===== src/sv/fac_pkg.sv =====
`timescale 1ns / 1ps
// fac_pkg: shared types and codes for the fit block allocator
// word structs, scan token flags, policy and register codes; no dependencies

package fac_pkg;

  // fit policy codes
  localparam logic [1:0] POL_FIRST = 2'd0;
  localparam logic [1:0] POL_BEST  = 2'd1;
  localparam logic [1:0] POL_WORST = 2'd2;
  localparam logic [1:0] POL_NEXT  = 2'd3;

  // request kinds
  localparam logic REQ_LOAD  = 1'b0;
  localparam logic REQ_ALLOC = 1'b1;

  // configuration register indexes
  localparam logic CFG_FIT_POLICY  = 1'b0;
  localparam logic CFG_BLOCK_COUNT = 1'b1;

  localparam int CFG_DATA_W = 5;
  localparam int SLOT_W     = 4;
  localparam int SIZE_W     = 24;

  typedef struct packed {
    logic              req_type;
    logic [SLOT_W-1:0] block_slot;
    logic [SIZE_W-1:0] size_value;
  } fac_in_t;

  typedef struct packed {
    logic              granted;
    logic [SLOT_W-1:0] chosen_block;
    logic [SIZE_W-1:0] space_left;
  } fac_out_t;

  // flags of the search token that walks the cell row
  typedef struct packed {
    logic go;      // token present at this hop
    logic hit;     // main candidate found
    logic lo_hit;  // next fit: candidate below the start pointer found
  } fac_flag_t;

endpackage


===== src/sv/fac_cell.sv =====
`timescale 1ns / 1ps
// fac_cell: one table entry plus one registered hop of the search token
// depends on fac_pkg

module fac_cell #(
  parameter int SIZE_BITS = 24,
  parameter int IW        = 4,
  parameter int CW        = 5,
  parameter int J         = 0
) (
  input  logic                  clk,
  input  logic                  rst_n,
  // broadcast from the controller
  input  logic [1:0]            policy,
  input  logic [SIZE_BITS-1:0]  req_sz,
  input  logic [IW-1:0]         start_idx,
  input  logic [CW-1:0]         count,
  input  logic                  wr_en,
  input  logic [IW-1:0]         wr_idx,
  input  logic [SIZE_BITS-1:0]  wr_data,
  // token from the left neighbor
  input  fac_pkg::fac_flag_t    flag_i,
  input  logic [IW-1:0]         idx_i,
  input  logic [SIZE_BITS-1:0]  sz_i,
  input  logic [IW-1:0]         lo_idx_i,
  input  logic [SIZE_BITS-1:0]  lo_sz_i,
  // token to the right neighbor
  output fac_pkg::fac_flag_t    flag_o,
  output logic [IW-1:0]         idx_o,
  output logic [SIZE_BITS-1:0]  sz_o,
  output logic [IW-1:0]         lo_idx_o,
  output logic [SIZE_BITS-1:0]  lo_sz_o
);

  localparam logic [IW-1:0] J_IDX = IW'(J);
  localparam logic [31:0]   J_W   = 32'(J);

  logic [SIZE_BITS-1:0] size_r;
  logic                 go_r;
  logic                 hit_r;
  logic                 lo_hit_r;
  logic [IW-1:0]        idx_r;
  logic [SIZE_BITS-1:0] sz_r;
  logic [IW-1:0]        lo_idx_r;
  logic [SIZE_BITS-1:0] lo_sz_r;

  logic fits;
  logic upper;
  logic take_hi;
  logic take_lo;

  always_comb begin
    fits    = (32'(count) > J_W) && (size_r >= req_sz);
    upper   = (policy != fac_pkg::POL_NEXT) || (J_IDX >= start_idx);
    take_hi = fits && upper &&
              (!flag_i.hit ||
               ((policy == fac_pkg::POL_BEST)  && (size_r < sz_i)) ||
               ((policy == fac_pkg::POL_WORST) && (size_r > sz_i)));
    take_lo = fits && !upper && !flag_i.lo_hit;
  end

  always_ff @(posedge clk) begin
    if (!rst_n) begin
      size_r <= '0;
    end else if (wr_en && (wr_idx == J_IDX)) begin
      size_r <= wr_data;
    end
  end

  always_ff @(posedge clk) begin
    if (!rst_n) begin
      go_r <= 1'b0;
    end else begin
      go_r <= flag_i.go;
    end
  end

  always_ff @(posedge clk) begin
    hit_r    <= flag_i.hit || take_hi;
    lo_hit_r <= flag_i.lo_hit || take_lo;
    idx_r    <= take_hi ? J_IDX : idx_i;
    sz_r     <= take_hi ? size_r : sz_i;
    lo_idx_r <= take_lo ? J_IDX : lo_idx_i;
    lo_sz_r  <= take_lo ? size_r : lo_sz_i;
  end

  assign flag_o.go     = go_r;
  assign flag_o.hit    = hit_r;
  assign flag_o.lo_hit = lo_hit_r;
  assign idx_o         = idx_r;
  assign sz_o          = sz_r;
  assign lo_idx_o      = lo_idx_r;
  assign lo_sz_o       = lo_sz_r;

endmodule


===== src/sv/fit_block_allocator_top.sv =====
`timescale 1ns / 1ps
// fit_block_allocator_top: controller, config registers and the row of fac_cell
// depends on fac_pkg and fac_cell

// Block size allocator. The table of BLOCKS remaining sizes lives in a row of
// cells, one entry per cell. A load word writes one entry and is accepted even
// while an earlier result still waits at the output. An allocate word sends a
// search token along the cell row, one cell per cycle, each cell folding its
// entry into the candidate under the configured policy (first, best, worst or
// next fit). An allocate passes through these steps from acceptance to the next
// acceptance: launch the token into the first cell, hop through the rest of the
// row, resolve, write back the reduced size on a grant and load the result word
// (held while the output register is not free), then return to idle before the
// next word is taken. in_stall is high while a search is in flight or while a
// finished result cannot yet enter the output register.

module fit_block_allocator_top #(
  parameter int BLOCKS    = 16,
  parameter int SIZE_BITS = 24
) (
  input  logic                            clk,
  input  logic                            rst_n,
  // input words
  input  logic                            in_valid,
  output logic                            in_stall,
  input  fac_pkg::fac_in_t                in_word,
  // result words
  output logic                            out_valid,
  input  logic                            out_stall,
  output fac_pkg::fac_out_t               out_word,
  // configuration writes
  input  logic                            cfg_wr_en,
  input  logic                            cfg_index,
  input  logic [fac_pkg::CFG_DATA_W-1:0]  cfg_data
);

  localparam int IW = (BLOCKS > 1) ? $clog2(BLOCKS) : 1;
  localparam int CW = $clog2(BLOCKS + 1);
  localparam logic [31:0] BLOCKS_W = 32'(BLOCKS);

  // controller states
  localparam logic [1:0] ST_IDLE   = 2'd0;
  localparam logic [1:0] ST_LAUNCH = 2'd1;
  localparam logic [1:0] ST_SCAN   = 2'd2;
  localparam logic [1:0] ST_DONE   = 2'd3;

  logic [1:0]           state_r, state_nxt;
  logic [1:0]           fit_policy_r;
  logic [4:0]           block_count_r;
  logic [IW-1:0]        next_ptr_r;
  logic [SIZE_BITS-1:0] req_sz_r;
  logic [IW-1:0]        start_r;
  logic [CW-1:0]        count_r;
  logic                 res_hit_r;
  logic [IW-1:0]        res_idx_r;
  logic [SIZE_BITS-1:0] res_sz_r;
  logic                 out_valid_r;
  fac_pkg::fac_out_t    out_word_r;

  // token chain, element 0 driven by the controller
  fac_pkg::fac_flag_t   flag_c   [0:BLOCKS];
  logic [IW-1:0]        idx_c    [0:BLOCKS];
  logic [SIZE_BITS-1:0] sz_c     [0:BLOCKS];
  logic [IW-1:0]        lo_idx_c [0:BLOCKS];
  logic [SIZE_BITS-1:0] lo_sz_c  [0:BLOCKS];
  logic [BLOCKS:0]      go_vec;

  logic                 in_fire;
  logic                 out_free;
  logic                 grant_wr;
  logic [CW-1:0]        used_cnt;
  logic [IW-1:0]        start_nxt;
  logic                 wr_en;
  logic [IW-1:0]        wr_idx;
  logic [SIZE_BITS-1:0] wr_data;
  logic                 fin_hit;
  logic [IW-1:0]        fin_idx;
  logic [SIZE_BITS-1:0] fin_sz;
  fac_pkg::fac_flag_t   last_flag;

  assign in_stall  = (state_r != ST_IDLE);
  assign in_fire   = in_valid && !in_stall;
  assign out_free  = !out_valid_r || !out_stall;
  assign last_flag = flag_c[BLOCKS];

  // blocks in use, clamped to the table size
  always_comb begin
    used_cnt  = (32'(block_count_r) > BLOCKS_W) ? CW'(BLOCKS) : CW'(block_count_r);
    start_nxt = (32'(next_ptr_r) < 32'(used_cnt)) ? next_ptr_r : '0;
  end

  // configuration registers
  always_ff @(posedge clk) begin
    if (!rst_n) begin
      fit_policy_r  <= fac_pkg::POL_FIRST;
      block_count_r <= 5'd16;
    end else if (cfg_wr_en) begin
      case (cfg_index)
        fac_pkg::CFG_FIT_POLICY:  fit_policy_r  <= cfg_data[1:0];
        fac_pkg::CFG_BLOCK_COUNT: block_count_r <= cfg_data;
        default: ;
      endcase
    end
  end

  // state sequencing
  always_comb begin
    state_nxt = state_r;
    case (state_r)
      ST_IDLE: begin
        if (in_fire && (in_word.req_type == fac_pkg::REQ_ALLOC)) state_nxt = ST_LAUNCH;
      end
      ST_LAUNCH: state_nxt = ST_SCAN;
      ST_SCAN: begin
        if (last_flag.go) state_nxt = ST_DONE;
      end
      ST_DONE: begin
        if (out_free) state_nxt = ST_IDLE;
      end
      default: state_nxt = ST_IDLE;
    endcase
  end

  always_ff @(posedge clk) begin
    if (!rst_n) begin
      state_r <= ST_IDLE;
    end else begin
      state_r <= state_nxt;
    end
  end

  // request latch at acceptance of an allocate
  always_ff @(posedge clk) begin
    if (in_fire && (in_word.req_type == fac_pkg::REQ_ALLOC)) begin
      req_sz_r <= SIZE_BITS'(in_word.size_value);
      start_r  <= start_nxt;
      count_r  <= used_cnt;
    end
  end

  // resolve the token leaving the last cell
  always_comb begin
    fin_hit = last_flag.hit;
    fin_idx = idx_c[BLOCKS];
    fin_sz  = sz_c[BLOCKS];
    if ((fit_policy_r == fac_pkg::POL_NEXT) && !last_flag.hit) begin
      // nothing at or after the pointer: wrap to the low part of the table
      fin_hit = last_flag.lo_hit;
      fin_idx = lo_idx_c[BLOCKS];
      fin_sz  = lo_sz_c[BLOCKS];
    end
  end

  always_ff @(posedge clk) begin
    if (state_r == ST_SCAN && last_flag.go) begin
      res_hit_r <= fin_hit;
      res_idx_r <= fin_idx;
      res_sz_r  <= fin_sz;
    end
  end

  // table write: load word or write back of a grant
  assign grant_wr = (state_r == ST_DONE) && out_free && res_hit_r;

  always_comb begin
    wr_en   = 1'b0;
    wr_idx  = res_idx_r;
    wr_data = res_sz_r - req_sz_r;
    if (grant_wr) begin
      wr_en = 1'b1;
    end else if (in_fire && (in_word.req_type == fac_pkg::REQ_LOAD)) begin
      // slots past the table are dropped
      wr_en   = (32'(in_word.block_slot) < BLOCKS_W);
      wr_idx  = IW'(in_word.block_slot);
      wr_data = SIZE_BITS'(in_word.size_value);
    end
  end

  // next fit pointer follows every grant
  always_ff @(posedge clk) begin
    if (!rst_n) begin
      next_ptr_r <= '0;
    end else if (grant_wr) begin
      next_ptr_r <= res_idx_r;
    end
  end

  // output register
  always_ff @(posedge clk) begin
    if (!rst_n) begin
      out_valid_r <= 1'b0;
    end else if (state_r == ST_DONE && out_free) begin
      out_valid_r <= 1'b1;
    end else if (!out_stall) begin
      out_valid_r <= 1'b0;
    end
  end

  always_ff @(posedge clk) begin
    if (state_r == ST_DONE && out_free) begin
      out_word_r.granted      <= res_hit_r;
      out_word_r.chosen_block <= res_hit_r ? fac_pkg::SLOT_W'(res_idx_r) : '0;
      out_word_r.space_left   <= res_hit_r ? fac_pkg::SIZE_W'(res_sz_r - req_sz_r) : '0;
    end
  end

  assign out_valid = out_valid_r;
  assign out_word  = out_word_r;

  // token launch into the first cell
  assign flag_c[0].go     = (state_r == ST_LAUNCH);
  assign flag_c[0].hit    = 1'b0;
  assign flag_c[0].lo_hit = 1'b0;
  assign idx_c[0]         = '0;
  assign sz_c[0]          = '0;
  assign lo_idx_c[0]      = '0;
  assign lo_sz_c[0]       = '0;
  assign go_vec[0]        = flag_c[0].go;

  // cell row
  for (genvar g = 0; g < BLOCKS; g++) begin : g_cell
    fac_cell #(
      .SIZE_BITS (SIZE_BITS),
      .IW        (IW),
      .CW        (CW),
      .J         (g)
    ) u_cell (
      .clk       (clk),
      .rst_n     (rst_n),
      .policy    (fit_policy_r),
      .req_sz    (req_sz_r),
      .start_idx (start_r),
      .count     (count_r),
      .wr_en     (wr_en),
      .wr_idx    (wr_idx),
      .wr_data   (wr_data),
      .flag_i    (flag_c[g]),
      .idx_i     (idx_c[g]),
      .sz_i      (sz_c[g]),
      .lo_idx_i  (lo_idx_c[g]),
      .lo_sz_i   (lo_sz_c[g]),
      .flag_o    (flag_c[g+1]),
      .idx_o     (idx_c[g+1]),
      .sz_o      (sz_c[g+1]),
      .lo_idx_o  (lo_idx_c[g+1]),
      .lo_sz_o   (lo_sz_c[g+1])
    );
    assign go_vec[g+1] = flag_c[g+1].go;
  end

  // at most one search token in the row
  a_one_token: assert property (@(posedge clk) disable iff (!rst_n)
    $countones(go_vec) <= 1)
    else $error("more than one search token in the cell row");

  // the token leaves the row only while the controller waits for it
  a_token_in_scan: assert property (@(posedge clk) disable iff (!rst_n)
    last_flag.go |-> (state_r == ST_SCAN))
    else $error("search token left the row outside a scan");

  // a granted block lies within the blocks in use and holds the request
  a_grant_in_range: assert property (@(posedge clk) disable iff (!rst_n)
    (state_r == ST_DONE && res_hit_r) |->
      ((32'(res_idx_r) < 32'(count_r)) && (res_sz_r >= req_sz_r)))
    else $error("grant outside the table in use or too small");

  // a refused request reports zero block and zero space
  a_refuse_zero: assert property (@(posedge clk) disable iff (!rst_n)
    (out_valid_r && !out_word_r.granted) |->
      ((out_word_r.chosen_block == '0) && (out_word_r.space_left == '0)))
    else $error("refused result carries nonzero fields");

endmodule


===== config.mk =====
export PLATFORM = sky130hd
export DESIGN_NAME = fit_block_allocator_top
export DESIGN_NICKNAME = d
export VERILOG_FILES = /design/src/sv/fac_pkg.sv /design/src/sv/fac_cell.sv /design/src/sv/fit_block_allocator_top.sv
export SDC_FILE = /design/constraint.sdc
export NUM_CORES = 2
export LEC_CHECK = 0
export ABC_AREA = 0
export BUFFER_PORTS_ARGS = -buffer_cell sky130_fd_sc_hd__buf_2
export CORE_MARGIN = 2
export CORE_UTILIZATION = 50
export CTS_BUF_LIST = sky130_fd_sc_hd__clkbuf_2 sky130_fd_sc_hd__clkbuf_4 sky130_fd_sc_hd__clkbuf_8
export DETAILED_ROUTE_END_ITERATION = 8
export HOLD_SLACK_MARGIN = 0.03
export PLACE_DENSITY = 0.65
export SLEW_MARGIN = 40
export SYNTH_ARGS = -nofsm -noshare
export SYNTH_HDL_FRONTEND = slang
export SYNTH_SLANG_ARGS = --single-unit

===== constraint.sdc =====
create_clock -name clk -period 9 [get_ports clk]
set_input_delay 1.35 -clock clk [delete_from_list [all_inputs] [get_ports clk]]
set_output_delay 1.35 -clock clk [all_outputs]
set_load 0.01 [all_outputs]

* After elaboration in Yosys (flattened, before gate mapping)
Index checks and enable logic that the tools add are counted.
Operators by class: $add $sub $neg 1, order comparisons 80, equal/unequal tests 26, mux-type cells 46, bitwise gates (word level) 2, reduce and logical (&&, ||, !) cells 264
Operators by type and width (number):
- $mux W24 | 33
- $ge A24 B24 Y1 | 16
- $gt A24 B24 Y1 | 15
- $lt A24 B24 Y1 | 15
- $logic_and A1 B1 Y1 | 131
- $logic_or A1 B1 Y1 | 77
- $logic_not A1 Y1 | 50
- $gt A5 B4 Y1 const B | 8
- $eq A4 B4 Y1 const B | 8
- $ge A4 B4 Y1 const A | 8
- $sub A24 B24 Y24 | 1
- $gt A5 B3 Y1 const B | 4
- $eq A4 B3 Y1 const B | 4
- $ge A3 B4 Y1 const A | 4
- $mux W4 | 3
- $gt A5 B1 Y1 const B | 2
- $gt A5 B2 Y1 const B | 2
- $eq A2 B2 Y1 const B | 4
- $eq A4 B2 Y1 const B | 2
- $ge A1 B4 Y1 const A | 2
- $ge A2 B4 Y1 const A | 2
- $pmux W2 S4 | 1
- $mux W2 | 3
- $ne A2 B2 Y1 const B | 3
- other kinds (13) | 21
Word-level totals: register bits 1403, bits of input ports 40, output and inout bits 31, logic and storage cells 559

* Longest topological paths before layout
depth after elaboration 8, mapped depth 12, mapped depth without buffers 11

* By module
A second synthesis with hierarchy kept.
Unflattened totals: cells, all modules 7076, area, all modules 70694.1 sq um
Modules (own cells, without submodules):
- fac_cell (g_cell[1].u_cell ...) | instances 2, cells an instance 411, area an instance 4060.1 sq um
- fit_block_allocator_top | instances 1, cells an instance 531, area an instance 5795.6 sq um
- fac_cell (g_cell[2].u_cell) | instances 1, cells an instance 412, area an instance 4147.7 sq um
- fac_cell (g_cell[14].u_cell) | instances 1, cells an instance 412, area an instance 4145.2 sq um
- fac_cell (g_cell[7].u_cell) | instances 1, cells an instance 411, area an instance 4122.7 sq um
- fac_cell (g_cell[9].u_cell) | instances 1, cells an instance 409, area an instance 4091.4 sq um
- fac_cell (g_cell[8].u_cell) | instances 1, cells an instance 411, area an instance 4086.4 sq um
- fac_cell (g_cell[11].u_cell) | instances 1, cells an instance 413, area an instance 4078.9 sq um
- fac_cell (g_cell[0].u_cell) | instances 1, cells an instance 413, area an instance 4076.4 sq um
- fac_cell (g_cell[12].u_cell) | instances 1, cells an instance 413, area an instance 4067.7 sq um
- fac_cell (g_cell[5].u_cell) | instances 1, cells an instance 411, area an instance 4057.6 sq um
- fac_cell (g_cell[3].u_cell) | instances 1, cells an instance 410, area an instance 4052.6 sq um
- fac_cell (g_cell[13].u_cell) | instances 1, cells an instance 411, area an instance 4046.4 sq um
- fac_cell (g_cell[4].u_cell) | instances 1, cells an instance 412, area an instance 4040.1 sq um
- 2 more rows

* Least setup slack after synthesis
No wires, ideal clock.
path type input to register, start point input out_stall, end point register g_cell[0].u_cell.size_r[15], setup time 137 ps, arrival 4802 ps, setup slack 4060 ps, cell stages on the path 9, cells stage by stage a21boi_1 -> and2_1 -> or3_1 -> clkbuf_1 -> buf_2 -> buf_2 -> mux2i_1 -> clkbuf_1 -> a211oi_1
On the way: cells in the longest elaborated chain, start to end 7, elaborated cells between the ends (all ways) 9, classes of those cells 3 x mux; 6 x reduce/logical
Ends and longest elaborated chain:
- start: declaration | line fit_block_allocator_top.sv:29 | input logic out_stall,
- $logic_not A1 Y1 *
- $logic_or A1 B1 Y1 * | line fit_block_allocator_top.sv:83 | assign out_free = !out_valid_r || !out_stall;
- $logic_and A1 B1 Y1 * (2 in series) | line fit_block_allocator_top.sv:163 | assign grant_wr = (state_r == ST_DONE) && out_free && res_hit_r;
- $mux W4 | line fit_block_allocator_top.sv:169 | if (grant_wr) begin
- $logic_not A4 Y1 | line fac_cell.sv:65 | end else if (wr_en && (wr_idx == J_IDX)) begin
- $logic_and A1 B1 Y1 | line fac_cell.sv:65
- end signal: assignment | line fac_cell.sv:66 | size_r <= wr_data;
- end: declaration | line fac_cell.sv:38 | logic [SIZE_BITS-1:0] size_r;
Every way passes the cells marked *; elsewhere a longest branch is shown, timed or not. A chain may end at the register's enable or synchronous reset.

* Final worst setup path
start point register req_sz_r[7], end point register g_cell[10].u_cell.size_r[14]
On the way: cells in the longest elaborated chain, start to end 3
Ends and longest elaborated chain:
- start: declaration | line fit_block_allocator_top.sv:51 | logic [SIZE_BITS-1:0] req_sz_r;
- start signal: assignment | line fit_block_allocator_top.sv:135 | req_sz_r <= SIZE_BITS'(in_word.size_value);
- $sub A24 B24 Y24 * | line fit_block_allocator_top.sv:168 | wr_data = res_sz_r - req_sz_r;
- $mux W24 | line fit_block_allocator_top.sv:171 | end else if (in_fire && (in_word.req_type == fac_pkg::REQ_LOAD)) begin
- $mux W24 * | line fit_block_allocator_top.sv:169
- end signal: assignment | line fac_cell.sv:66
- end: declaration | line fac_cell.sv:38
Marked as above.

==> results.md <==
- Cell internal pwr: just over 10 mW
- Initial antenna violation count: 16
- Most used cell, CP: buf_4
- Worst Path Max Fanout: 11
- Status: finished clean
- Clock Power Share: a little over two fifths
- Origin of the critical flop-to-flop path: req_sz_r[7]$_DFFE_PP_
- WL/cell: roughly 25 um
- Sw Ratio: between 20% and 30%
- FF-to-FF End: g_cell[10].u_cell.size_r[14]$_SDFFE_PN0P_
- Crit path max-delay family: buffers and inverters
- Synth area leader: dfxtp_1
- NetSw: between 3 and 4 mW
- Share of layout cells above drive strength 1: approximately 22%
- R2R depth: 11
- Longest Clk Path Bufs: 3
- Leading post-synthesis cells by cell area: dfxtp_1 41%, ha_1 15%, mux2_2 12%, edfxtp_1 4.3%, a21oi_1 3.5%
- Die X: around 360 um
- Post_cts resized: 0
- Post-CTS Setup Inserts: 0
- Area grow syn2layout: 12.0%
- Final WL: approximately 200 mm
- Total track usage: about 30%
- Drt first-iter violations: approximately 3,800
- Clock transition at the registers of the reported paths: ~60 ps
- Tmin final: approximately 5000 ps
- ANT nets after route: 0
- # hold bufs at CTS: 0
- Pwr/cell area: roughly 200 nW/um2
- Hold endpoint: g_cell[15].u_cell.lo_idx_o[0]$_DFF_P_
- # rows: 131
- I/O pin total: 71
- Most frequent cells after synthesis: 1,312 x dfxtp_1, 775 x ha_1, 708 x mux2_2, 450 x a21oi_1, 415 x inv_1
- Worst-Skew Late Latency: between 1000 and 1500 ps
- Top FF cell, synth: dfxtp_1
- Slew @ Worst Pin: ~950 ps
- DRT Pass-1 Iters: 6
- Mapped Nets: ~7,000
- Flop2flop setup slack: roughly 4000 ps
- CTS root buffer: clkbuf_8
- Starting density of the core: between 50% and 60%
- Leak: approximately 31 nW
- Fillers: roughly 11,000
- Max Fclk: 198 MHz
- Vias: approximately 47,000
- Final setup vio count: 0
- Crit path cell chain: clkinv_1 > buf_4 > ha_1 > and4_1 > and3_1 > o221ai_1 > a21oi_1 > o21ai_0 > a31oi_4 > buf_4 > a211oi_1
- Synth warn: 0
- Synth Instances: between 6,000 and 7,000
- CP Class: flop to flop
- CP endpoint kind: flop
- Register bit total from synthesis: 1,403
- Crit path DAT: about 5800 ps
- Fin. Hold Viols: 0
- Residual DRC: 0
- I/O Buffers: 70
- H-tree levels: 4
- Vias in the first global route: about 46,000
- Grt ovf: 0
- Worst Hold Launch: g_cell[14].u_cell.lo_idx_o[0]$_SDFF_PP0_
- Mapped Avg Cell Area: ~10 um2
- Sequential fraction of the synthesis area: between 40% and 50%
- Die footprint: about 130,000 um2
- Fin crit share: between 50 and 60%
- Synth Cell Area: approximately 64,000 um2
- CP startpoint kind: flop
- CP bufs+invs: 3
- Via-per-instance ratio: a little under 6
- Clock Skew: 84.0 ps
- Hpwl dp: around 140 mm
- Chip height: 362 um
- Combinational fraction of design power: 12.7%
- # placed instances: ~7,700
- Final Non-Filler Cells: ~8,000
- CTS tree: yes
- Top-count cell post-synth: dfxtp_1
- CP max-delay cell: clkinv_1
- Synth async-reset ratio: 0%
- Seq pwr share: 45.7%
- Area of the core: around 130,000 um2
- Worst EP required: roughly 9800 ps
- Synth unique cells: 78
- EDFF count, synth: 91
- Number of max-cap violations: 0
- Fin Setup TNS: 0 ps
- CP peak stage delay: around 700 ps
- WHS Path Cells: 0
- Inserted Clock Buffers: about 220
- Share of the synthesized area in the top cell type: between 40% and 50%
- Slew Viols, Final: 0
- Worst VDD drop: between 0.00015 and 0.0002 V
- Clock sink total: 1,403
- Largest net degree at the start of global routing: roughly 110
- Fin nets: about 7,100
- First-pass GRT wire length: ~300 mm
- Relative slew slack: between 30% and 40%
- RD Place Congestion: roughly 0.94
- RSZ-0062 raised after global routing: no
- Type of the tightest min-delay check: flop to flop
[layout make-up]
cell class,instances,area [um2],area share (%)
clock inverters,49,636,0.887
diodes,10,25.0,0.0349
inverters,416,1570,2.19
clock buffers,343,4260,5.95
well taps,1662,2080,2.90
multi-input cells,4050,32800,45.8
flip-flops and latches,1403,29000,40.4
repair buffers,184,1280,1.79
[state kept, by name, summed over array words and instances, names as in the netlist]
signal / count
out_valid: 1
g_cell.u_cell.idx_o: 49
next_ptr_r: 4
g_cell.u_cell.sz_o: 384
g_cell.u_cell.lo_hit_r: 16
fit_policy_r: 2
start_r: 4
count_r: 5
g_cell.u_cell.lo_idx_o: 49
res_sz_r: 24
out_word: 29
g_cell.u_cell.lo_sz_o: 384
block_count_r: 5
g_cell.u_cell.size_r: 384
state_r: 2
g_cell.u_cell.go_r: 16
res_idx_r: 4
req_sz_r: 24
res_hit_r: 1
g_cell.u_cell.hit_r: 16
[cells in the final DEF (no fill, tap or decap), types with 150 or more instances in the layout]
master | synthesis | routed
o21ai_0 | 328 | 326
nor2_1 | 297 | 280
clkbuf_8 | 0 | 270
a211oi_1 | 209 | 209
mux2_2 | 708 | 708
inv_1 | 415 | 409
nand3_1 | 150 | 150
dfxtp_1 | 1312 | 1312
nand2_1 | 204 | 204
ha_1 | 775 | 775
a21oi_1 | 450 | 446
[power by group through the flow]
stage / sequential [mW] / clock (mW) / combinational (mW)
2_1_floorplan: 6.60 / 0 / 0.908
3_3_place_gp: 6.64 / 0 / 1.70
3_5_place_dp: 6.64 / 0 / 1.75
4_1_cts: 6.51 / 6.01 / 1.76
5_1_grt: 6.52 / 6.30 / 1.90
6_report: 6.51 / 5.94 / 1.81
[worst max path at each step]
stage,startpoint,end,cells past startpoint
global route,req_sz_r[7]$_DFFE_PP_,g_cell[10].u_cell.size_r[14]$_SDFFE_PN0P_,11
detailed placement,req_sz_r[7]$_DFFE_PP_,g_cell[5].u_cell.size_r[14]$_SDFFE_PN0P_,11
global placement,out_stall,g_cell[13].u_cell.size_r[21]$_SDFFE_PN0P_,10
CTS,req_sz_r[7]$_DFFE_PP_,g_cell[10].u_cell.size_r[14]$_SDFFE_PN0P_,11
finish,req_sz_r[7]$_DFFE_PP_,g_cell[10].u_cell.size_r[14]$_SDFFE_PN0P_,11
floorplan,out_stall,g_cell[0].u_cell.size_r[15]$_SDFFE_PN0P_,9
[per-stage QoR]
step / instance area (um2) / hold WS (ps) / power [mW] / utilization [%] / setup slack [ps]
2_1_floorplan: 64000 / 310 / 7.51 / - / 4060
3_3_place_gp: 66600 / 310 / 8.34 / 52.3 / 4190
3_5_place_dp: 66700 / 312 / 8.39 / 52.4 / 4480
4_1_cts: 71600 / 327 / 14.3 / 56.3 / 4400
5_1_grt: 71700 / 331 / 14.7 / 56.3 / 4020
6_report: 71700 / 325 / 14.3 / 56.3 / 3960
[layer usage]
| metal | vias up | track usage [%] | part of all wire (%) |
|---|---|---|---|
| li1 | 22400 | - | - |
| met1 | 22600 | 38.3 | 41 |
| met2 | 1833 | 48.8 | 45 |
| met3 | 578 | 6.30 | 7.8 |
| met4 | 0 | 16.7 | 5.8 |
| met5 | - | 0 | 0 |
[kinds of logic (layout without fill, tap and decap cells)]
| logic type | count (synthesis) | count (layout) | share of synthesized area (%) |
|---|---|---|---|
| adders and majority gates | 776 | 776 | 15.2 |
| AOI/OAI and AO/OA | 1314 | 1314 | 12.6 |
| and+or+nand+nor | 1190 | 1190 | 9.45 |
| buffers and inverters | 650 | 992 | 4.02 |
| other | 0 | 10 | 0 |
| muxes | 752 | 752 | 13.2 |
| xor gates and xnor gates | 18 | 18 | 0.246 |
| DFF | 1403 | 1403 | 45.3 |
Note: power is estimated with default switching activity, not from simulation.
